`config.mk`:
```
export PLATFORM = sky130hd
export DESIGN_NAME = glyph_expand_blitter_core_flat
export DESIGN_NICKNAME = d
export VERILOG_FILES = /design/src/design/gxb_pkg.sv /design/src/design/gxb_if.sv /design/src/design/gxb_blend.sv /design/src/design/glyph_expand_blitter_core.sv /design/src/flat_wrapper.sv
export SDC_FILE = /design/constraint.sdc
export NUM_CORES = 1
export LEC_CHECK = 0
export BUFFER_PORTS_ARGS = -buffer_cell sky130_fd_sc_hd__buf_4
export CAP_MARGIN = 20
export CORE_MARGIN = 2
export CORE_UTILIZATION = 40
export CTS_CLUSTER_SIZE = 16
export DETAILED_ROUTE_END_ITERATION = 6
export SLEW_MARGIN = 25
export SYNTH_ARGS = -nofsm -noshare
export SYNTH_HDL_FRONTEND = slang
export SYNTH_SLANG_ARGS = --single-unit
export TNS_END_PERCENT = 5
```
`constraint.sdc`:
```
create_clock -name clock -period 7.6 [get_ports clock]
set_clock_uncertainty 0.2 [all_clocks]
set_input_delay 1.14 -clock clock [delete_from_list [all_inputs] [get_ports clock]]
set_output_delay 1.14 -clock clock [all_outputs]
set_load 0.01 [all_outputs]
```
`src/design/gxb_pkg.sv`:
```
`timescale 1ns / 1ps
`default_nettype none
package gxb_pkg;

   // field widths of the three channels
   localparam int BYTE_W     = 8;
   localparam int COLOR_W    = 16;
   localparam int OUT_ADDR_W = 20;
   localparam int CSR_IDX_W  = 3;
   localparam int CSR_DATA_W = 20;

   // register field widths
   localparam int CFG_DIM_W  = 13;
   localparam int CFG_BASE_W = 20;
   localparam int CFG_SLOT_W = 3;

   // wide enough for a 13-bit size and the clamp value 2^DIM_BITS for DIM_BITS up to 16
   localparam int CLAMP_W = 17;

   // slot walk
   localparam int SLOT_MAX = 8;
   localparam int SLOT_W   = 4;
   localparam logic [SLOT_W-1:0] SLOTS_1BPP = 4'd8;
   localparam logic [SLOT_W-1:0] SLOTS_2BPP = 4'd4;

   // rgb565 channel layout
   localparam logic [4:0] RB_MASK = 5'h1F;
   localparam logic [5:0] G_MASK  = 6'h3F;

   // divide by 3 as multiply by 171 and shift by 9, exact for sums below 256
   localparam logic [15:0] DIV3_MUL   = 16'd171;
   localparam int          DIV3_SHIFT = 9;

   // 2bpp level that writes the foreground color
   localparam logic [1:0] LEVEL_FULL = 2'd3;

   // register indexes
   typedef enum logic [CSR_IDX_W-1:0] {
      REG_FB_ROW_PIXELS    = 3'd0,
      REG_DEST_BASE        = 3'd1,
      REG_RECT_WIDTH       = 3'd2,
      REG_RECT_HEIGHT      = 3'd3,
      REG_FIRST_PIXEL_SLOT = 3'd4,
      REG_TWO_BIT_MODE     = 3'd5,
      REG_FG_COLOR         = 3'd6,
      REG_BG_COLOR         = 3'd7
   } csr_reg_type;

   // sequencer states
   typedef enum logic [2:0] {
      ST_IDLE = 3'b001,
      ST_PAL  = 3'b010,
      ST_EMIT = 3'b100
   } state_type;

   // pixel level of one slot, MSB first
   function automatic logic [1:0] slot_level(input logic [BYTE_W-1:0] src,
                                             input logic two,
                                             input logic [2:0] slot);
      logic [BYTE_W-1:0] shifted;
      if (two) begin
         shifted = src >> {2'd3 - slot[1:0], 1'b0};
         return shifted[1:0];
      end else begin
         shifted = src >> (3'd7 - slot);
         return {1'b0, shifted[0]};
      end
   endfunction

endpackage
`default_nettype wire

```
`src/design/gxb_if.sv`:
```
`timescale 1ns / 1ps
`default_nettype none
// glyph byte channel
interface gxb_req_if import gxb_pkg::*; ();
   logic              valid;
   logic              ready;
   logic [BYTE_W-1:0] src_byte;
   modport source (output valid, output src_byte, input ready);
   modport sink (input valid, input src_byte, output ready);
endinterface

// pixel write channel
interface gxb_rsp_if import gxb_pkg::*; ();
   logic                  valid;
   logic                  ready;
   logic [OUT_ADDR_W-1:0] pixel_address;
   logic [COLOR_W-1:0]    pixel_color;
   logic                  last_of_byte;
   modport source (output valid, output pixel_address, output pixel_color,
                   output last_of_byte, input ready);
   modport sink (input valid, input pixel_address, input pixel_color,
                 input last_of_byte, output ready);
endinterface

// register write channel
interface gxb_csr_if import gxb_pkg::*; ();
   logic                  valid;
   logic                  ready;
   logic [CSR_IDX_W-1:0]  index;
   logic [CSR_DATA_W-1:0] data;
   modport source (output valid, output index, output data, input ready);
   modport sink (input valid, input index, input data, output ready);
endinterface
`default_nettype wire

```
`src/design/gxb_blend.sv`:
```
`timescale 1ns / 1ps
`default_nettype none
module gxb_blend import gxb_pkg::*; (
   input  wire logic [COLOR_W-1:0] fg,
   input  wire logic [COLOR_W-1:0] bg,
   input  wire logic               hi_weight,
   output logic      [COLOR_W-1:0] color
);

   // (2f+b)/3 or (f+2b)/3 on one channel, truncating
   function automatic logic [5:0] mix(input logic [5:0] f, input logic [5:0] b,
                                      input logic hi);
      logic [7:0]  sum;
      logic [15:0] prod;
      if (hi) begin
         sum = (8'(f) << 1) + 8'(b);
      end else begin
         sum = 8'(f) + (8'(b) << 1);
      end
      prod = 16'(sum) * DIV3_MUL;
      return prod[DIV3_SHIFT +: 6];
   endfunction

   logic [5:0] r_mix;
   logic [5:0] g_mix;
   logic [5:0] b_mix;

   // per channel blend, 5/6/5
   always_comb begin
      r_mix = mix({1'b0, fg[15:11] & RB_MASK}, {1'b0, bg[15:11] & RB_MASK}, hi_weight);
      g_mix = mix(fg[10:5] & G_MASK, bg[10:5] & G_MASK, hi_weight);
      b_mix = mix({1'b0, fg[4:0] & RB_MASK}, {1'b0, bg[4:0] & RB_MASK}, hi_weight);
      color = {r_mix[4:0], g_mix, b_mix[4:0]};
   end

endmodule
`default_nettype wire

```
`src/design/glyph_expand_blitter_core.sv`:
```
// a pixel write is registered as its slot is walked and shows on rsp in the next cycle;
// after the byte beat the walker goes to ST_EMIT, or at the start of a rectangle first
// through ST_PAL while the blend unit fills the two palette entries
// throughput: one pixel slot per cycle while rsp is free, from the start slot to the last
// set pixel; a new byte is taken only once the walker is back in ST_IDLE
// reset: synchronous, control registers return to reset values and the walker goes idle
`timescale 1ns / 1ps
`default_nettype none
module glyph_expand_blitter_core import gxb_pkg::*; #(
   parameter int ADDR_BITS = 20,
   parameter int DIM_BITS  = 12
) (
   input wire logic  clock,
   input wire logic  reset,
   gxb_req_if.sink   req_if,
   gxb_rsp_if.source rsp_if,
   gxb_csr_if.sink   csr_if
);

   localparam int CW    = DIM_BITS + 1;
   localparam int PW    = (ADDR_BITS > CFG_DIM_W) ? ADDR_BITS : CFG_DIM_W;
   localparam int BW    = (ADDR_BITS > CFG_BASE_W) ? ADDR_BITS : CFG_BASE_W;
   localparam int OUT_W = (ADDR_BITS < OUT_ADDR_W) ? ADDR_BITS : OUT_ADDR_W;

   // clamp a size register to 1..2^DIM_BITS
   function automatic logic [CW-1:0] clamp_dim(input logic [CFG_DIM_W-1:0] v);
      logic [CLAMP_W-1:0] ext;
      logic [CLAMP_W-1:0] top;
      ext = CLAMP_W'(v);
      top = CLAMP_W'(1) << DIM_BITS;
      if (ext == '0) begin
         ext = CLAMP_W'(1);
      end else if (ext > top) begin
         ext = top;
      end
      return ext[CW-1:0];
   endfunction

   // configuration registers
   logic [CFG_DIM_W-1:0]  fb_row_pixels_ff, fb_row_pixels_in;
   logic [CFG_BASE_W-1:0] dest_base_ff, dest_base_in;
   logic [CFG_DIM_W-1:0]  rect_width_ff, rect_width_in;
   logic [CFG_DIM_W-1:0]  rect_height_ff, rect_height_in;
   logic [CFG_SLOT_W-1:0] first_slot_ff, first_slot_in;
   logic                  two_mode_ff, two_mode_in;
   logic [COLOR_W-1:0]    fg_color_ff, fg_color_in;
   logic [COLOR_W-1:0]    bg_color_ff, bg_color_in;

   // walker state
   state_type             state_ff, state_in;
   logic [DIM_BITS-1:0]   col_ff, col_in;
   logic [DIM_BITS-1:0]   row_ff, row_in;
   logic [ADDR_BITS-1:0]  row_start_ff, row_start_in;
   logic [ADDR_BITS-1:0]  col_addr_ff, col_addr_in;
   logic                  pal_idx_ff, pal_idx_in;
   logic [2:0]            slot_ff, slot_in;
   logic [SLOT_MAX-1:0]   mask_ff, mask_in;
   logic                  rsp_valid_ff, rsp_valid_in;

   // payload
   logic [BYTE_W-1:0]     byte_ff, byte_in;
   logic                  two_ff, two_in;
   logic [ADDR_BITS-1:0]  walk_addr_ff, walk_addr_in;
   logic [COLOR_W-1:0]    pal_ff [2];
   logic [COLOR_W-1:0]    pal_wr_data;
   logic                  pal_wr;
   logic [ADDR_BITS-1:0]  rsp_addr_ff, rsp_addr_in;
   logic [COLOR_W-1:0]    rsp_color_ff, rsp_color_in;
   logic                  rsp_last_ff, rsp_last_in;

   // per-byte setup
   logic                  req_beat;
   logic                  blit_start;
   logic [CW-1:0]         w_dim, h_dim, col_ext, rem, row_inc;
   logic [SLOT_W-1:0]     slots, start_slot, avail;
   logic                  row_done;
   logic [SLOT_MAX-1:0]   new_mask;
   logic [ADDR_BITS-1:0]  dest_a, pitch_a, base_a, rs_a, next_row_a;
   logic [SLOT_W-1:0]     pv;

   // emit step
   logic                  out_free;
   logic [1:0]            cur_level;
   logic [SLOT_MAX-1:0]   rest_mask;
   logic [COLOR_W-1:0]    blend_color;
   logic [OUT_ADDR_W-1:0] out_addr;

   // shared blend unit, one palette entry per cycle
   gxb_blend u_blend (
      .fg        (fg_color_ff),
      .bg        (bg_color_ff),
      .hi_weight (pal_idx_ff),
      .color     (blend_color)
   );

   assign req_if.ready = (state_ff == ST_IDLE);
   assign csr_if.ready = 1'b1;
   assign req_beat     = req_if.valid && (state_ff == ST_IDLE);
   assign out_free     = !rsp_valid_ff || rsp_if.ready;

   // register writes
   always_comb begin
      fb_row_pixels_in = fb_row_pixels_ff;
      dest_base_in     = dest_base_ff;
      rect_width_in    = rect_width_ff;
      rect_height_in   = rect_height_ff;
      first_slot_in    = first_slot_ff;
      two_mode_in      = two_mode_ff;
      fg_color_in      = fg_color_ff;
      bg_color_in      = bg_color_ff;
      if (csr_if.valid) begin
         unique case (csr_reg_type'(csr_if.index))
            REG_FB_ROW_PIXELS:    fb_row_pixels_in = csr_if.data[CFG_DIM_W-1:0];
            REG_DEST_BASE:        dest_base_in     = csr_if.data[CFG_BASE_W-1:0];
            REG_RECT_WIDTH:       rect_width_in    = csr_if.data[CFG_DIM_W-1:0];
            REG_RECT_HEIGHT:      rect_height_in   = csr_if.data[CFG_DIM_W-1:0];
            REG_FIRST_PIXEL_SLOT: first_slot_in    = csr_if.data[CFG_SLOT_W-1:0];
            REG_TWO_BIT_MODE:     two_mode_in      = csr_if.data[0];
            REG_FG_COLOR:         fg_color_in      = csr_if.data[COLOR_W-1:0];
            REG_BG_COLOR:         bg_color_in      = csr_if.data[COLOR_W-1:0];
         endcase
      end
   end

   // row window, slot range and addresses of the incoming byte
   always_comb begin
      blit_start = (col_ff == '0) && (row_ff == '0);
      w_dim      = clamp_dim(rect_width_ff);
      h_dim      = clamp_dim(rect_height_ff);
      slots      = two_mode_ff ? SLOTS_2BPP : SLOTS_1BPP;
      if (col_ff != '0) begin
         start_slot = '0;
      end else if (two_mode_ff) begin
         start_slot = {2'b00, first_slot_ff[1:0]};
      end else begin
         start_slot = {1'b0, first_slot_ff};
      end
      avail   = slots - start_slot;
      col_ext = {1'b0, col_ff};
      // a shrunken width still consumes one pixel before closing the row
      rem      = (col_ext >= w_dim) ? CW'(1) : (w_dim - col_ext);
      row_done = (rem <= CW'(avail));
      row_inc  = {1'b0, row_ff} + CW'(1);

      for (int p = 0; p < SLOT_MAX; p++) begin
         pv = SLOT_W'(p);
         new_mask[p] = (pv >= start_slot) && (pv < slots) &&
                       (CW'(pv - start_slot) < rem) &&
                       (slot_level(req_if.src_byte, two_mode_ff, 3'(p)) != 2'd0);
      end

      dest_a     = ADDR_BITS'(BW'(dest_base_ff));
      pitch_a    = ADDR_BITS'(PW'(fb_row_pixels_ff));
      base_a     = blit_start ? dest_a : col_addr_ff;
      rs_a       = blit_start ? dest_a : row_start_ff;
      next_row_a = rs_a + pitch_a;
   end

   // sequencer
   always_comb begin
      state_in     = state_ff;
      col_in       = col_ff;
      row_in       = row_ff;
      row_start_in = row_start_ff;
      col_addr_in  = col_addr_ff;
      pal_idx_in   = pal_idx_ff;
      slot_in      = slot_ff;
      mask_in      = mask_ff;
      byte_in      = byte_ff;
      two_in       = two_ff;
      walk_addr_in = walk_addr_ff;
      pal_wr       = 1'b0;
      pal_wr_data  = blend_color;
      rsp_valid_in = rsp_valid_ff && !rsp_if.ready;
      rsp_addr_in  = rsp_addr_ff;
      rsp_color_in = rsp_color_ff;
      rsp_last_in  = rsp_last_ff;
      cur_level    = slot_level(byte_ff, two_ff, slot_ff);
      rest_mask    = mask_ff >> ({1'b0, slot_ff} + SLOT_W'(1));

      unique case (state_ff)
         ST_IDLE: begin
            if (req_beat) begin
               byte_in      = req_if.src_byte;
               two_in       = two_mode_ff;
               mask_in      = new_mask;
               slot_in      = start_slot[2:0];
               walk_addr_in = base_a;
               pal_idx_in   = 1'b0;
               row_start_in = row_done ? next_row_a : rs_a;
               col_addr_in  = row_done ? next_row_a : (base_a + ADDR_BITS'(avail));
               if (row_done) begin
                  col_in = '0;
                  row_in = (row_inc >= h_dim) ? '0 : row_inc[DIM_BITS-1:0];
               end else begin
                  col_in = DIM_BITS'(col_ext + CW'(avail));
               end
               if (blit_start) begin
                  state_in = ST_PAL;
               end else if (new_mask != '0) begin
                  state_in = ST_EMIT;
               end
            end
         end
         ST_PAL: begin
            pal_wr     = 1'b1;
            pal_idx_in = 1'b1;
            if (pal_idx_ff) begin
               state_in = (mask_ff != '0) ? ST_EMIT : ST_IDLE;
            end
         end
         ST_EMIT: begin
            if (out_free) begin
               if (mask_ff[slot_ff]) begin
                  rsp_valid_in = 1'b1;
                  rsp_addr_in  = walk_addr_ff;
                  rsp_last_in  = (rest_mask == '0);
                  if (two_ff && (cur_level != LEVEL_FULL)) begin
                     rsp_color_in = pal_ff[cur_level[1]];
                  end else begin
                     rsp_color_in = fg_color_ff;
                  end
               end
               slot_in      = slot_ff + 3'd1;
               walk_addr_in = walk_addr_ff + ADDR_BITS'(1);
               if (rest_mask == '0) begin
                  state_in = ST_IDLE;
               end
            end
         end
         default: state_in = ST_IDLE;
      endcase
   end

   // control registers
   always_ff @(posedge clock) begin
      if (reset) begin
         fb_row_pixels_ff <= CFG_DIM_W'(320);
         dest_base_ff     <= '0;
         rect_width_ff    <= CFG_DIM_W'(1);
         rect_height_ff   <= CFG_DIM_W'(1);
         first_slot_ff    <= '0;
         two_mode_ff      <= 1'b0;
         fg_color_ff      <= '1;
         bg_color_ff      <= '0;
         state_ff         <= ST_IDLE;
         col_ff           <= '0;
         row_ff           <= '0;
         row_start_ff     <= '0;
         col_addr_ff      <= '0;
         pal_idx_ff       <= 1'b0;
         slot_ff          <= '0;
         mask_ff          <= '0;
         rsp_valid_ff     <= 1'b0;
      end else begin
         fb_row_pixels_ff <= fb_row_pixels_in;
         dest_base_ff     <= dest_base_in;
         rect_width_ff    <= rect_width_in;
         rect_height_ff   <= rect_height_in;
         first_slot_ff    <= first_slot_in;
         two_mode_ff      <= two_mode_in;
         fg_color_ff      <= fg_color_in;
         bg_color_ff      <= bg_color_in;
         state_ff         <= state_in;
         col_ff           <= col_in;
         row_ff           <= row_in;
         row_start_ff     <= row_start_in;
         col_addr_ff      <= col_addr_in;
         pal_idx_ff       <= pal_idx_in;
         slot_ff          <= slot_in;
         mask_ff          <= mask_in;
         rsp_valid_ff     <= rsp_valid_in;
      end
   end

   // payload registers
   always_ff @(posedge clock) begin
      byte_ff      <= byte_in;
      two_ff       <= two_in;
      walk_addr_ff <= walk_addr_in;
      rsp_addr_ff  <= rsp_addr_in;
      rsp_color_ff <= rsp_color_in;
      rsp_last_ff  <= rsp_last_in;
      if (pal_wr) begin
         pal_ff[pal_idx_ff] <= pal_wr_data;
      end
   end

   // output beat
   always_comb begin
      out_addr            = '0;
      out_addr[OUT_W-1:0] = rsp_addr_ff[OUT_W-1:0];
   end

   assign rsp_if.valid         = rsp_valid_ff;
   assign rsp_if.pixel_address = out_addr;
   assign rsp_if.pixel_color   = rsp_color_ff;
   assign rsp_if.last_of_byte  = rsp_last_ff;

endmodule
`default_nettype wire

```
`src/flat_wrapper.sv`:
```
// flat-port wrapper written by rule: the top's interface ports become plain ports
module glyph_expand_blitter_core_flat import gxb_pkg::*;
#(
   parameter int ADDR_BITS = 20,
   parameter int DIM_BITS  = 12
)
  (clock, reset, req_if_valid, req_if_src_byte, req_if_ready, rsp_if_valid, rsp_if_pixel_address, rsp_if_pixel_color, rsp_if_last_of_byte, rsp_if_ready, csr_if_valid, csr_if_index, csr_if_data, csr_if_ready);
  gxb_req_if req_if_i ();
  gxb_rsp_if rsp_if_i ();
  gxb_csr_if csr_if_i ();
  input wire logic clock;
  input wire logic reset;
  input wire logic [$bits(req_if_i.valid)-1:0] req_if_valid;
  input wire logic [$bits(req_if_i.src_byte)-1:0] req_if_src_byte;
  output wire logic [$bits(req_if_i.ready)-1:0] req_if_ready;
  output wire logic [$bits(rsp_if_i.valid)-1:0] rsp_if_valid;
  output wire logic [$bits(rsp_if_i.pixel_address)-1:0] rsp_if_pixel_address;
  output wire logic [$bits(rsp_if_i.pixel_color)-1:0] rsp_if_pixel_color;
  output wire logic [$bits(rsp_if_i.last_of_byte)-1:0] rsp_if_last_of_byte;
  input wire logic [$bits(rsp_if_i.ready)-1:0] rsp_if_ready;
  input wire logic [$bits(csr_if_i.valid)-1:0] csr_if_valid;
  input wire logic [$bits(csr_if_i.index)-1:0] csr_if_index;
  input wire logic [$bits(csr_if_i.data)-1:0] csr_if_data;
  output wire logic [$bits(csr_if_i.ready)-1:0] csr_if_ready;
  assign req_if_i.valid = req_if_valid;
  assign req_if_i.src_byte = req_if_src_byte;
  assign req_if_ready = req_if_i.ready;
  assign rsp_if_valid = rsp_if_i.valid;
  assign rsp_if_pixel_address = rsp_if_i.pixel_address;
  assign rsp_if_pixel_color = rsp_if_i.pixel_color;
  assign rsp_if_last_of_byte = rsp_if_i.last_of_byte;
  assign rsp_if_i.ready = rsp_if_ready;
  assign csr_if_i.valid = csr_if_valid;
  assign csr_if_i.index = csr_if_index;
  assign csr_if_i.data = csr_if_data;
  assign csr_if_ready = csr_if_i.ready;
  glyph_expand_blitter_core #(.ADDR_BITS(ADDR_BITS), .DIM_BITS(DIM_BITS)) u_core (.clock(clock), .reset(reset), .req_if(req_if_i), .rsp_if(rsp_if_i), .csr_if(csr_if_i));
endmodule
```
* Word-level counts from Yosys, hierarchy flattened
Memories as Yosys holds them, arrays and structs flattened.
Cells that the tools add are included.
** Word-level totals
- Memory bits (writable) :: 32
- Memories :: 1
- Output and inout port bits :: 40
- Bits of input ports :: 36
- Flip-flop bits (word level) :: 241
** Memory list
- u_core.pal_ff :: words 2, width 16, rd ports 1, clocked after Yosys merged registers in 0, wr ports 1, RTL line glyph_expand_blitter_core.sv:64 : logic [COLOR_W-1:0] pal_ff [2];
** Operators by class
- Reductions and logical operators :: 64
- Magnitude comparators :: 30
- Mux-type cells :: 51
- Equal/unequal tests :: 16
- Shift operators :: 3
- Add/sub/neg operators :: 25
- Multipliers :: 3
** Operators by type and width (count)
- $mux W20 :: 6
- $lt A13 B13 Y1 :: 8
- $mux W13 :: 5
- $pmux W20 S2 :: 1
- $mux W3 :: 10
- $logic_and A1 B1 Y1 :: 28
- $mul A8 B8 Y14 const B :: 2
- $gt A13 B13 Y1 const B :: 2
- $logic_not A13 Y1 :: 2
- $logic_not A12 Y1 :: 2
- $mux W12 :: 2
- $add A20 B1 Y20 const B :: 1
- $add A20 B13 Y20 :: 1
- $add A20 B4 Y20 :: 1
- $reduce_and A2 Y1 :: 10
- $reduce_bool A2 Y1 :: 10
- $sub A3 B4 Y5 const A :: 4
- $mux W2 :: 9
- $ge A3 B4 Y1 const A :: 4
- $lt A3 B4 Y1 const A :: 4
- $mux W16 :: 1
- $mux W8 :: 2
- $reduce_bool A8 Y1 :: 2
- $eq A3 B3 Y1 const B :: 5
- 45 further kinds :: 70

* Logic depth before layout (Yosys ltp)
Gate-level depths: netlist (run 1).
- Depth in word-level cells :: 13
- Mapped depth :: 25

* By module
From an unflattened synthesis (run 1), not the netlist that was laid out.
** Second synthesis, totals
- Cells, all modules :: 2475
- Area, all modules :: 21134.0 um^2
** By module, submodules not included
- glyph_expand_blitter_core :: cells an instance 2000, instances 1, area an instance 16896.2 um^2
- gxb_blend :: cells an instance 475, instances 1, area an instance 4237.8 um^2

* Worst setup path before layout (run 1)
No wires, ideal clock.
- Path type :: register to register
- Start :: reg u_core.bg_color_ff[12]
- End :: mem u_core.pal_ff[0][15], data pin
- Data required time :: 7136 ps
- Setup slack :: 2419 ps
- Stages on the path, launching flop included :: 23
- Clock period less this slack :: 5181 ps
- Arrival time :: 4716 ps
- Library setup time :: 264 ps
- Cell sequence :: dfxtp_1 -> ha_1 -> fa_1 -> a21o_1 -> a21oi_1 -> xnor2_1 -> mux2_2 -> ha_1 -> inv_1 -> fa_1 -> inv_1 -> fa_1 -> inv_1 -> fa_1 -> inv_1 -> ha_1 -> nor3_1 -> nor2_1 -> and3_1 -> o31a_1 -> o21a_1 -> nor2_1 -> xnor2_1
** On the way
- Cells in the longest elaborated chain, start to end :: 3
- Elaborated cells on any way between the ends :: 4
- Classes of those cells :: 2 x add/sub; 1 x mul; 1 x mux
** Ends and longest elaborated chain
- start, declared :: RTL line glyph_expand_blitter_core.sv:47 : logic [COLOR_W-1:0] bg_color_ff, bg_color_in;
- start signal, assigned :: RTL line glyph_expand_blitter_core.sv:263 : bg_color_ff <= bg_color_in;
- $add A6 B5 Y7 / $add A5 B6 Y7 (equally long branches) :: RTL line gxb_blend.sv:16, gxb_blend.sv:18
- $mux W7 (*) :: RTL line gxb_blend.sv:15 : if (hi) begin
- $mul A8 B8 Y14 (*) :: RTL line gxb_blend.sv:20 : prod = 16'(sum) * DIV3_MUL;
- net u_core.blend_color[15] :: RTL line glyph_expand_blitter_core.sv:85 : logic [COLOR_W-1:0] blend_color;
- end, declared :: RTL line glyph_expand_blitter_core.sv:64
Mark *: on every way through the listed nets, which the timed path passes. The rest lies on a longest branch.

* Worst setup path in the final report (run 1)
- Start :: reg u_core.rect_width_ff[12]
- End :: reg u_core.row_ff[11]
** On the way
- Cells in the longest elaborated chain, start to end :: 7
- Elaborated cells on any way between the ends :: 9
- Classes of those cells :: 1 x add/sub; 3 x order compare; 3 x mux; 2 x reduce/logical
** Ends and longest elaborated chain
- start, declared :: RTL line glyph_expand_blitter_core.sv:42 : logic [CFG_DIM_W-1:0] rect_width_ff, rect_width_in;
- start signal, assigned :: RTL line glyph_expand_blitter_core.sv:258 : rect_width_ff <= rect_width_in;
- $gt A13 B13 Y1 :: RTL line glyph_expand_blitter_core.sv:33 : end else if (ext > top) begin
- $mux W13 :: RTL line glyph_expand_blitter_core.sv:33
- $mux W13 (*) :: RTL line glyph_expand_blitter_core.sv:31 : if (ext == '0) begin
- $sub A13 B12 Y13 / $ge A12 B13 Y1 (equally long branches) :: RTL line glyph_expand_blitter_core.sv:141 : rem = (col_ext >= w_dim) ? CW'(1) : (w_dim - col_ext);
- $mux W13 (*) :: RTL line glyph_expand_blitter_core.sv:141
- $le A13 B4 Y1 (*) :: RTL line glyph_expand_blitter_core.sv:142 : row_done = (rem <= CW'(avail));
- $reduce_and A3 Y1 (no line) (*)
- end signal, assigned :: RTL line glyph_expand_blitter_core.sv:266 : row_ff <= row_in;
- end, declared :: RTL line glyph_expand_blitter_core.sv:52 : logic [DIM_BITS-1:0] row_ff, row_in;
Mark *: on every way between the ends. The rest lies on a longest branch, timed or not.
A chain may end at the register's enable or synchronous reset.

==> results_dict.tcl, run 1 <==
set metrics [dict create \
    p_comb_share_pct 47.9 \
    post-cts-setup-buffers 0 \
    p_leak_nw 9.45 \
    power_density_nw_per_um2 300 \
    setup_tns_ns 0 \
    p_clk_share_pct 22.4 \
    htreeDepth 1 \
    antenna_found_initial 4 \
    yosysWarnings 0 \
    swShare_pct 40.9 \
    peakVddDrop_mv 0.151 \
    dpl.hpwl_um 39400 \
    die_h_um 229 \
    drtAntennaViolNets 0 \
    cpMaxStageDelayCell "a21o_2" \
    gp_congestion 0.885 \
    cts_root_buf "clkbuf_16" \
    die_width_um 229 \
    cts_buffers 31 \
    drt_first_pass_iters 5 \
    grt.total_usage_pct 20.0 \
    slew_violations 0 \
    worstSkewPairLatency_ns 0.59 \
    portBuffers 74 \
    nNetsFinal 2707 \
    synth_edf_count 98 \
    hold_ws_ns 0.259 \
    drive_gt1_share_pct 7.63 \
    critPathLaunchType "flop" \
    cts-resized-gates 0 \
    core_area_um2 50100 \
    tritoncts "done" \
    drtIter0Drc 938 \
    postSynthAreaPerCell_um2 8.71 \
    ys_seq_elements 273 \
    yosysUniqueCellTypes 78 \
    crit_buf_inv 2 \
    rows 82 \
    worstSetupPathType "flop to flop" \
    yosysTopAreaCell "ha_1" \
    wirelength_um 53200 \
    p_sw_mw 2.75 \
    critPathArrivalTime_ns 6.10 \
    cts_buffer_depth 3 \
    maxCapViolCount 0 \
    yosys-top-cells-area "ha_1 (18%), dfxtp_1 (17%), edfxtp_1 (15%)" \
    syn_area_um2 20300 \
    hp-class "flop to flop" \
    critical_path_required_ns 7.83 \
    crit_chain "nor2b_1, ha_1, a21o_1, a21oi_1, nor2b_1, inv_1, o211a_1, and2_1, ha_1, nor2b_1, o21ai_0, nand2b_1, a21oi_1, a41oi_1, a21o_2, buf_4, or4b_1, a21oi_1" \
    critPathMaxFanout 31 \
    start_util_pct 40.5 \
    postCtsHoldBufs 0 \
    yosysSeqAreaShare_pct 31.8 \
    io_pins 76 \
    rsz0062_at_grt "false" \
    grt_pass1_vias 16500 \
    worstMarginPinSlew_ns 1.03 \
    grt_max_degree 87 \
    vias 16700 \
    ys.flop_type "dfxtp_1" \
    cp_top_family "compound AO/OA/AOI/OAI gates" \
    fmax_mhz 170 \
    finalCriticalPeriod_ns 5.87 \
    vias_per_cell 5.48 \
    area_growth_pct 10.6 \
    intPower_mw 3.97 \
    grt.overflow.total 0 \
    wl_per_cell_um 17.5 \
    yosysTopAreaCellShare_pct 17.5 \
    syn-num-nets 2684 \
    clock-sinks 273 \
    slowest_delay_ns 0.76 \
    endpoint_kind "flop" \
    dieArea_um2 52500 \
    p_seq_share_pct 29.6 \
    final-hold-violation-count 0 \
    async_flop_share_pct 0 \
    timing.slew.headroom_pct 30.9 \
    setup_viol 0 \
    drc_errors 0 \
    clk_pin_slew_ns 0.06 \
    grt_pass1_wl_um 86100 \
    status "finished clean" \
    syn-instance-count 2326 \
    post-route-period-util_pct 77.2 \
]
-- area by class of cell --
cell class | instances | area, um^2
tap | 672 | 841
sequential | 273 | 6450
clock buffer | 43 | 845
inverter | 126 | 473
antenna | 1 | 2.50
clock inverter | 13 | 163
fill | 4939 | 27700
multi-input combinational | 1829 | 13000
timing repair buffer | 88 | 661
-- kinds of logic after synthesis --
logic type,share of synthesized area [%]
AO/OA/AOI/OAI,15.4
AND/OR/NAND/NOR,19.0
flip-flops,31.8
other,0.0185
XOR/XNOR,5.06
adder cells (fa/ha/maj),21.3
buffers and inverters,4.26
multiplexers,3.20
-- tightest hold or removal path, stage by stage, from the launching register on --
cell	delay (ns)
dfxtp_1	0.31
nand2_1	0.05
a21oi_1	0.05
-- registers in the layout, summed over array words and instances (netlist names), 3 cells and up --
| register | count |
|---|---|
| u_core.pal_ff | 32 |
| u_core.col_addr_ff | 20 |
| u_core.dest_a | 20 |
| u_core.row_start_ff | 20 |
| u_core.rsp_if.pixel_address | 20 |
| u_core.walk_addr_ff | 20 |
| u_core.bg_color_ff | 16 |
| u_core.fg_color_ff | 16 |
| u_core.rsp_if.pixel_color | 16 |
| u_core.fb_row_pixels_ff | 13 |
| u_core.rect_height_ff | 13 |
| u_core.rect_width_ff | 13 |
| u_core.col_ff | 12 |
| u_core.row_ff | 12 |
| u_core.byte_ff | 8 |
| u_core.mask_ff | 8 |
| u_core.first_slot_ff | 3 |
| u_core.slot_ff | 3 |
| u_core.state_ff | 3 |
-- Yosys cell counts, drive strengths merged, types with 4 or more instances --
master   count
o22ai       20
and2        10
mux2        14
nor3        31
nand2      363
a21oi      226
nand2b      15
nor4b        4
o21a        13
fa          38
o21bai      11
nor2       188
mux2i       40
xor2        44
nand4       24
or2          8
ha         284
a311oi      13
buf         17
a211oi      28
o21ai       65
o211ai      11
nand3b      39
or3          4
a31o         5
and4         4
dfxtp      175
o311ai       6
a211o        4
a21boi       7
o2111ai      5
xnor2       73
edfxtp      98
clkbuf      81
inv        126
nor2b       37
mux4         4
a21o        29
o31a         9
nor4        13
nand3       44
o31ai       12
nor3b        5
a31oi       17
and3        30
-- final timing paths --
| check | from | endpoint | slack [ns] | cells after the start |
|---|---|---|---|---|
| max | u_core.rect_width_ff[12] | u_core.row_ff[11] | 1.73 | 18 |
| max reg2reg | u_core.rect_width_ff[12] | u_core.row_ff[11] | 1.73 | 18 |
| min | u_core.dest_a[3] | u_core.dest_a[3] | 0.26 | 2 |
| min reg2reg | u_core.dest_a[3] | u_core.dest_a[3] | 0.26 | 2 |
-- layer usage --
| layer | global-route usage (%) | part of all wire [%] |
|---|---|---|
| met1 | 26.0 | 45 |
| met5 | 0 | 0.064 |
| met4 | 6.47 | 3.0 |
| met2 | 34.3 | 48 |
| met3 | 2.64 | 4.3 |
-- layout by cell type, fill, tap and decap left out, types with 28 or more instances in the layout --
| cell type | synthesis | final |
|---|---|---|
| edfxtp_1 | 98 | 98 |
| dfxtp_1 | 175 | 175 |
| nor2b_1 | 37 | 37 |
| a21o_1 | 29 | 28 |
| nand3b_1 | 39 | 39 |
| xnor2_1 | 73 | 73 |
| ha_1 | 284 | 284 |
| clkbuf_16 | 0 | 31 |
| mux2i_1 | 40 | 40 |
| buf_4 | 2 | 88 |
| nand2_1 | 363 | 361 |
| o21ai_0 | 63 | 63 |
| xor2_1 | 44 | 44 |
| fa_1 | 38 | 38 |
| and3_1 | 30 | 29 |
| nand3_1 | 44 | 44 |
| nor3_1 | 29 | 29 |
| inv_1 | 126 | 125 |
| a21oi_1 | 225 | 225 |
| nor2_1 | 188 | 185 |
-- power groups by stage --
stage,Clock (mW),Combinational (mW),Sequential [mW]
2_1_floorplan,0,2.45,1.97
3_3_place_gp,0,3.11,2.01
3_5_place_dp,0,3.22,2.02
4_1_cts,1.53,3.24,1.99
5_1_grt,1.59,3.67,2.02
6_report,1.51,3.22,1.99
-- metrics by stage --
step	power (mW)	util (%)	instances	instance area (um^2)	setup slack, ns
6_report	6.72	44.8	3045	22400	1.73
3_5_place_dp	5.24	42.7	2988	21400	1.90
3_3_place_gp	5.12	42.7	2988	21400	2.14
2_1_floorplan	4.41	-	2326	20300	2.42
4_1_cts	6.77	44.8	3044	22400	1.85
5_1_grt	7.28	44.8	3044	22400	1.33
No activity file was read; power rests on OpenSTA's default activity.
==> run 2, diff against run 1 <==
- clock period: 7.6 -> 4.91 ns (I/O delays scaled with it)
==> run 2 against run 1 <==
Effect of this change:
- first-iteration DRC count grew 18%
- total power grew 64%
- register-to-register slack lost 1.9 ns
- sequential share of layout area shrank 1.1 points
- utilization grew 1.9 points
- setup slack lost 1.9 ns
- worst hold slack lost 0.10 ns
- the run now ends with negative setup slack left
==> results_dict.tcl, run 2 (same netlist as run 1, synthesis figures left out) <==
set metrics [dict create \
    dpl.hpwl_um 41100 \
    worstSkewPairLatency_ns 0.57 \
    critPathMaxFanout 4 \
    gp_congestion 0.874 \
    maxCapViolCount 0 \
    hp-class "primary input to flop" \
    vias 17100 \
    tritoncts "done" \
    rsz0062_at_grt "true" \
    drc_errors 0 \
    fillers 4874 \
    critical_path_required_ns 5.01 \
    drt_first_pass_iters 5 \
    power_density_nw_per_um2 471 \
    dieArea_um2 52500 \
    drtIter0Drc 1106 \
    intPower_mw 6.58 \
    dr.max_layer_used "met5" \
    clk_pin_slew_ns 0.06 \
    nNetsFinal 2789 \
    critPathMostFrequentCell "fa_1" \
    start_util_pct 40.5 \
    wl_per_cell_um 17.4 \
    antenna_found_initial 2 \
    fmax_mhz 198 \
    worstMarginPinSlew_ns 0.991 \
    endpoint_kind "flop" \
    grt_max_degree 97 \
    p_clk_share_pct 21.7 \
    htreeDepth 1 \
    setup_viol 4 \
    vias_per_cell 5.46 \
    grt_pass1_vias 16800 \
    postLayoutSetupSlackWorst_ns -0.136 \
    violations "negative setup slack" \
    final_cell_mix "nand2_1 (362), ha_1 (277), a21oi_1 (211), nor2_1 (181), dfxtp_1 (168)" \
    drive_gt1_share_pct 12.9 \
    area_growth_pct 15.2 \
    slowest_delay_ns 0.50 \
    crit_buf_inv 4 \
    p_leak_nw 9.90 \
    die_width_um 229 \
    worstSetupPathType "flop to flop" \
    critPathArrivalTime_ns 5.15 \
    largest_register_ffs 32 \
    critPathLaunchType "flop" \
    cts_root_buf "clkbuf_16" \
    postCtsHoldBufs 0 \
    rows 82 \
    timing.slew.headroom_pct 33.7 \
    peakVddDrop_mv 0.279 \
    post-route-period-util_pct 103 \
    grt_pass1_wl_um 87600 \
    p_comb_share_pct 50.2 \
    cp_top_family "adder cells" \
    p_sw_mw 4.41 \
    fin_util_pct 46.6 \
    cts_buffers 31 \
    swShare_pct 40.1 \
    final_common_cell "nand2_1" \
    final-hold-violation-count 0 \
    drtAntennaViolNets 0 \
    slew_violations 0 \
    wirelength_um 54500 \
    finalCriticalPeriod_ns 5.05 \
    crit_chain "ha_2, fa_2, a21o_1, a21oi_2, xnor2_1, mux2_4, ha_4, inv_2, fa_1, inv_1, fa_1, inv_2, fa_1, inv_1, ha_1, nor3_2, nor2_1, and3_4, o31a_1, o21a_1, nor2_1, xnor2_1" \
    antenna_cells 0 \
    dr_wl_met3_um 2410 \
    portBuffers 74 \
    cpMaxStageDelayCell "fa_1" \
    io_pins 76 \
    core_area_um2 50100 \
    grt.overflow.total 0 \
    place_ws_ns -0.258 \
    status "complete, but fails checks" \
    finalInstanceArea_um2 23300 \
    top_register "u_core.pal_ff" \
    total_power_mw 11.0 \
    cts_buffer_depth 3 \
    die_h_um 229 \
    wl_met1_um 25000 \
    dr_wl_met2_um 25500 \
    p_seq_share_pct 28.1 \
    post_dp_cell_area_um2 22100 \
    clock-sinks 273 \
    grt.total_usage_pct 20.3 \
]
[run 2: changes by cell type in the layout (fill, tap and decap cells not counted), sizes merged]
cell	before	now
inv	129	126
diode	1	0
buf	88	170
clkbuf	43	35
bufinv	3	5
clkinv	6	13
clkinvlp	1	4
[run 2: repair_timing]
item,in CTS,in global routing
endpoints found under the setup margin,12,40
pin swaps,7,10
setup buffers,1,0
endpoints found under the hold margin,0,0
gates cloned,0,0
resized for setup,13,37
[run 2: metal layers]
metal,up-vias,GRT usage (%)
li1,8454,-
met1,8226,27.4
met2,315,34.0
met3,78,2.50
met4,2,6.27
met5,-,0
[run 2: power by group through the flow]
| stage | sequential [mW] | combinational [mW] | clock [mW] |
|---|---|---|---|
| floorplan | 3.04 | 3.80 | 0 |
| detailed placement | 3.13 | 5.32 | 0 |
| finish | 3.09 | 5.52 | 2.38 |
| CTS | 3.08 | 5.41 | 2.44 |
| global route | 3.12 | 6.23 | 2.51 |
| global placement | 3.12 | 5.16 | 0 |
[run 2: metrics by stage]
step / hold WS, ns / setup TNS (ns) / cells
2_1_floorplan: 0.237 / -0.194 / 2326
3_3_place_gp: 0.247 / -0.496 / 3069
3_5_place_dp: 0.253 / -1.28 / 3069
4_1_cts: 0.129 / -0.606 / 3127
5_1_grt: 0.135 / -2.73 / 3127
6_report: 0.158 / -0.380 / 3127
[run 2: final timing paths]
check / start / endpoint / slack (ns) / depth (start not counted)
worst max register to register: u_core.fg_color_ff[12] / u_core.pal_ff[1][15] / -0.14 / 22
worst min register to register: u_core.dest_a[2] / u_core.dest_a[2] / 0.26 / 2
worst max-delay path: u_core.fg_color_ff[12] / u_core.pal_ff[1][15] / -0.14 / 22
worst min-delay path: req_if_src_byte[7] / u_core.byte_ff[7] / 0.16 / 1
[run 2: final cells by class]
cell class	count	area [um^2]	share of cell area [%]
Multi-Input combinational cell	1829	13200	56.6
Clock inverter	22	239	1.02
Tap cell	672	841	3.60
Sequential cell	273	6460	27.7
Clock buffer	35	791	3.39
Inverter	126	473	2.03
Timing Repair Buffer	170	1330	5.70
[run 2: worst register-to-register path, cell delays in order, from the launching register on]
cell and delay, ns:
dfxtp_4 0.37, ha_2 0.19, fa_2 0.34, a21o_1 0.18, a21oi_2 0.14, xnor2_1 0.14, mux2_4 0.21, ha_4 0.13
inv_2 0.03, fa_1 0.47, inv_1 0.05, fa_1 0.49, inv_2 0.04, fa_1 0.50, inv_1 0.04, ha_1 0.27
nor3_2 0.10, nor2_1 0.08, and3_4 0.15, o31a_1 0.25, o21a_1 0.20, nor2_1 0.11, xnor2_1 0.10
